--- src/rau_pkg.sv ---
// ============================================================================
// rau_pkg
// Shared types and codes for the rational arithmetic unit.
// ============================================================================
package rau_pkg;

    localparam int MAG_W   = 32;                // operand magnitude width
    localparam int PROD_W  = 64;                // full product width
    localparam int DIV_STEPS = 64;              // quotient bits per division
    localparam int CNT_W   = $clog2(DIV_STEPS);

    localparam logic [2:0] ACT_ADD = 3'd0;
    localparam logic [2:0] ACT_SUB = 3'd1;
    localparam logic [2:0] ACT_MUL = 3'd2;
    localparam logic [2:0] ACT_DIV = 3'd3;
    localparam logic [2:0] ACT_CMP = 3'd4;
    localparam logic [2:0] ACT_NEG = 3'd5;

    localparam logic [1:0] ST_OK   = 2'd0;
    localparam logic [1:0] ST_DIV0 = 2'd1;
    localparam logic [1:0] ST_OVF  = 2'd2;

    typedef enum logic [2:0] {
        S_IDLE,
        S_MUL,
        S_COMB,
        S_GCD,
        S_DIV,
        S_DIVX,
        S_DONE
    } t_state;

    typedef struct packed {
        logic [2:0]         action;
        logic signed [31:0] a_num;
        logic signed [31:0] a_den;
        logic signed [31:0] b_num;
        logic signed [31:0] b_den;
    } t_in;

    typedef struct packed {
        logic signed [31:0] res_num;
        logic [30:0]        res_den;
        logic               is_less;
        logic               is_equal;
        logic [1:0]         status;
    } t_out;

    typedef struct packed {
        logic       load;
        logic       mul_step;
        logic [1:0] mul_sel;
        logic       comb;
        logic       gcd_step;
        logic       div_init;
        logic       div_sel;    // 0: numerator pass, 1: denominator pass
        logic       div_step;
        logic       div_save;
        logic       out_load;
    } t_cmd;

    typedef struct packed {
        logic early;     // result known without reduction
        logic nzero;     // numerator is zero
        logic gcd_done;
        logic out_free;
    } t_sts;

endpackage

--- src/rau_ctrl.sv ---
// ============================================================================
// rau_ctrl
// Sequencer: multiply, combine, gcd, two divisions, hand off result.
// ============================================================================
module rau_ctrl import rau_pkg::*; (
    input  logic i_clk,
    input  logic i_rst_n,
    input  logic i_valid,
    input  t_sts i_sts,
    output t_cmd o_cmd,
    output logic o_busy
);

    t_state             r_state, n_state;
    logic [CNT_W-1:0]   r_cnt, n_cnt;
    logic               r_sel, n_sel;

    always_ff @(posedge i_clk) begin
        if (!i_rst_n) begin
            r_state <= S_IDLE;
            r_cnt   <= '0;
            r_sel   <= 1'b0;
        end else begin
            r_state <= n_state;
            r_cnt   <= n_cnt;
            r_sel   <= n_sel;
        end
    end

    always_comb begin
        n_state       = r_state;
        n_cnt         = r_cnt;
        n_sel         = r_sel;
        o_cmd         = '0;
        o_cmd.mul_sel = r_cnt[1:0];
        o_cmd.div_sel = r_sel;
        case (r_state)
            S_IDLE: begin
                if (i_valid) begin
                    o_cmd.load = 1'b1;
                    n_cnt      = '0;
                    n_state    = S_MUL;
                end
            end
            S_MUL: begin
                o_cmd.mul_step = 1'b1;
                n_cnt          = r_cnt + 1'b1;
                if (r_cnt == CNT_W'(2)) begin
                    n_state = S_COMB;
                end
            end
            S_COMB: begin
                o_cmd.comb = 1'b1;
                n_state    = i_sts.early ? S_DONE : S_GCD;
            end
            S_GCD: begin
                if (i_sts.nzero) begin
                    n_state = S_DONE;
                end else if (i_sts.gcd_done) begin
                    o_cmd.div_init = 1'b1;
                    n_sel          = 1'b0;
                    n_cnt          = '0;
                    n_state        = S_DIV;
                end else begin
                    o_cmd.gcd_step = 1'b1;
                end
            end
            S_DIV: begin
                o_cmd.div_step = 1'b1;
                n_cnt          = r_cnt + 1'b1;
                if (r_cnt == CNT_W'(DIV_STEPS - 1)) begin
                    n_state = S_DIVX;
                end
            end
            S_DIVX: begin
                o_cmd.div_save = 1'b1;
                if (!r_sel) begin
                    n_sel   = 1'b1;
                    n_cnt   = '0;
                    n_state = S_DIV;
                end else begin
                    n_state = S_DONE;
                end
            end
            S_DONE: begin
                if (i_sts.out_free) begin
                    o_cmd.out_load = 1'b1;
                    n_state        = S_IDLE;
                end
            end
            default: begin
                n_state = S_IDLE;
            end
        endcase
    end

    assign o_busy = (r_state != S_IDLE);

endmodule

--- config.mk ---
export PLATFORM = sky130hd
export DESIGN_NAME = rau_ctrl
export DESIGN_NICKNAME = d
export VERILOG_FILES = /design/src/rau_pkg.sv /design/src/rau_ctrl.sv
export SDC_FILE = /design/constraint.sdc
export NUM_CORES = 1
export LEC_CHECK = 0
export BUFFER_PORTS_ARGS = -buffer_cell sky130_fd_sc_hd__buf_2
export CORE_MARGIN = 4
export CORE_UTILIZATION = 53
export CTS_BUF_LIST = sky130_fd_sc_hd__clkbuf_8
export CTS_CLUSTER_SIZE = 20
export DETAILED_ROUTE_END_ITERATION = 16
export PLACE_DENSITY = 0.82
export SLEW_MARGIN = 25
export SYNTH_ARGS = -nofsm -noshare
export SYNTH_HDL_FRONTEND = slang
export SYNTH_SLANG_ARGS = --single-unit
--- constraint.sdc ---
create_clock -name i_clk -period 1.52 [get_ports i_clk]
set_input_delay 0.228 -clock i_clk [delete_from_list [all_inputs] [get_ports i_clk]]
set_output_delay 0.228 -clock i_clk [all_outputs]
set_load 0.01 [all_outputs]
==> impl_results.md <==
- Worst Path Required: 1.29 ns
- Largest cells by area after synthesis: dfxtp_1 28%, a21oi_1 5.6%, buf_4 5.3%
- Clk Latency, worst-skew pair: 0.24 ns
- Syn nets: 100
- WHS Endpoint: r_state[2]$_SDFFE_PN0P_
- Nets: 126
- Status: finished, violations left
- Reg-to-Reg End: r_state[1]$_SDFFE_PN0P_
- RSZ-0062 raised after global routing: true
- Maximum clock path buffer count: 2
- Failing checks: setup timing
- Residual DRC: 0
- Initial antenna violation count: 0
- Largest net degree at the start of global routing: 9
- Vias in the first global route: 744
- Reg2reg path depth: 6
- Port buffer count: 18
- Combinational Power Share: 0.554
- Fmax: 0.6477 GHz
- Max-cap violations: 0
- Leakage power: 0.4502 nW
- Yosys cell types: 42
- Int Power: 995.9 µW
- NetSw: 665.4 µW
- Sw frac: 0.4005
- Buf/Inv on CP: 2
- Clk sinks: 10
- Clock power share: 0.207
- DR pass1 iterations: 5
- Post-synth top area share: 0.2817
- Fin crit period: 1.544 ns
- Mapped Cells: 91
- Drt first-iter violations: 35
- Grt ovf: 0
- Clock transition at the registers of the reported paths: 0.05 ns
- Synthesized area per cell: 7.810 µm²
- Setup ws final: -0.02388 ns
- Worst path top cell family by delay: simple AND/OR/NAND/NOR gates
- Final period util: 1.016
- Ys flop type: dfxtp_1
- Slowest-stage cell, CP: or3_4
- CTS root buf: clkbuf_8
- Area leader, netlist: dfxtp_1
- Cell chain of the critical path: buf_6 -> or3_4 -> nor2_1 -> buf_2
- Fin. max-slew vios: 0
- Total power: 1.661 mW
- Routed vias/inst: 6.162
- Seq pwr share: 0.239
- CTS Buf Count: 3
- Most common library cells after synthesis: 10 x dfxtp_1, 8 x a21oi_1, 8 x nor2_1
- # H-tree levels: 1
- Worst Hold Launch: i_rst_n
- Die ar.: 1991 µm²
- Dpl hpwl: 1437 µm
- Async SR Flop Fraction: 0
- Min-delay worst type: input pin to flop
- Least-Margin Pin Slew: 0.2822 ns
- Setup violators final: 1
- Syn. warnings: 0
- Setup Crit Path Kind: flop to primary output
- GRT Resource Usage Total: 0.2380
- Num rows: 12
- DIE HEIGHT: 44.62 µm
- I/O pins: 19
- Setup slack, reg-to-reg: 0.05 ns
- Fill cells: 75
- Pre-CTS WS: -0.009860 ns
- Layout Utilization: 0.7838
- Post-synthesis sequential area ratio: 0.2817
- Initial Utilization: 0.5992
- Detailed-route via count: 801
- TritonCTS clock tree: yes
- Power per cell area: 1787 nW/µm²
- Die Wd: 44.62 µm
- Core ar.: 1186 µm²
- Worst rel slew slack: 0.8106
- Worst setup EP type: primary output
- Worst hold stages: 2
- Post-route ant nets: 0
- Register area: 211.5 µm²
- Fin. Hold Viols: 0
- Area taken by multi-input logic gates: 449.2 µm²
- Post-synth EDFFs: 0
- Mapped Area: 710.7 µm²
- Largest stage delay, worst path: 0.37 ns
- CP Launch Type: flop
- Peak supply drop: 1.346 mV
- Global placement routability congestion: 0.8924
- Seq cells post-synth: 10
- Routed length per instance: 16.25 µm
- Worst EP arrival: 1.32 ns
- Worst reg2reg startpoint: r_state[2]$_SDFFE_PN0P_
- Setup Skew: 0.003460 ns
- First-pass GRT wire length: 3374 µm
- Crit Path Max Fanout: 6
- Layout cells sized above 1: 0.3879
- Antenna cell count: 0
- CTS Hold Bufs: 0
- Most common cell in the netlist: dfxtp_1
- Area grow syn2layout: 30.81%
- Routed wire length: 2112 µm
-- state kept, by name (all words and copies together) (netlist names) --
name,cells
r_cnt,6
r_state,3
r_sel,1
-- worst register-to-register path: stages (launching register included) --
cell and delay, ns:
dfxtp_4 0.37, buf_6 0.10, buf_4 0.12, nor3_1 0.05, o21bai_2 0.21, nor4bb_1 0.32
o221a_1 0.23
-- power groups by stage --
stage	sequential [mW]	clock, mW	combinational [mW]
floorplan	0.374	0	0.586
global placement	0.378	0	0.779
detailed placement	0.389	0	0.809
CTS	0.390	0.339	0.899
global route	0.405	0.355	0.998
finish	0.397	0.344	0.920
-- how the worst max path moves through the flow --
stage | from | endpoint | slack [ns] | depth (start not counted)
floorplan | r_state[2]$_SDFFE_PN0P_ | r_state[1]$_SDFFE_PN0P_ | 0.12 | 5
global placement | r_state[2]$_SDFFE_PN0P_ | r_state[1]$_SDFFE_PN0P_ | 0.07 | 5
detailed placement | r_state[0]$_SDFFE_PN0P_ | r_state[1]$_SDFFE_PN0P_ | -0.01 | 4
CTS | r_state[2]$_SDFFE_PN0P_ | o_cmd[10] | -0.04 | 4
global route | r_state[2]$_SDFFE_PN0P_ | o_cmd[10] | -0.06 | 4
finish | r_state[2]$_SDFFE_PN0P_ | o_cmd[10] | -0.02 | 4
-- layer usage --
metal	wire [µm]	up-vias	track usage
met3	183	10	0.06911
met1	790	363	0.2633
li1	-	381	-
met5	0	-	0
met4	70	0	0.1446
met2	1068	47	0.3954
-- layout make-up --
type,count,area share
Clock buffer,4,0.05922
Inverter,7,0.02961
Multi-Input combinational cell,67,0.4832
Sequential cell,10,0.2275
Tap cell,14,0.01884
Timing Repair Buffer,28,0.1817
-- through the flow --
step	setup TNS, ns	hold slack (ns)	cell area, µm²	cells
2_1_floorplan	0	0.3455	710.7	91
3_3_place_gp	0	0.4864	824.5	123
3_5_place_dp	-0.009860	0.5054	824.5	123
4_1_cts	-0.04100	0.2540	922.1	130
5_1_grt	-0.09683	0.2656	929.6	130
6_report	-0.02388	0.2542	929.6	130
-- cell families after synthesis --
logic type,Yosys count,share of synthesized area
buf+inv,14,0.1039
fa+ha+maj,2,0.03521
flops,10,0.2817
simple gates,36,0.3046
compound gates,28,0.2623
xor+xnor,1,0.01233
-- layout by cell type (no fill, tap or decap), types with 2 or more instances in the layout --
cell	instances
o21ai_0	3
a21oi_1	8
nor2_1	8
dfxtp_4	3
clkbuf_8	4
ha_1	2
o21ai_2	2
buf_4	7
nand2_1	7
inv_1	5
nand2b_1	2
buf_2	18
nand3_1	2
nor4_1	2
a31oi_1	2
dfxtp_1	7
buf_6	2
or3b_4	2
nor3_1	2
o21ai_1	4
-- timing repair --
action,CTS,global route
buffers inserted,3,0
gates resized for setup,9,4
gates cloned,0,0
pin swaps,2,1
setup endpoints to repair,7,8
Note: power is estimated with default switching activity, not from simulation.
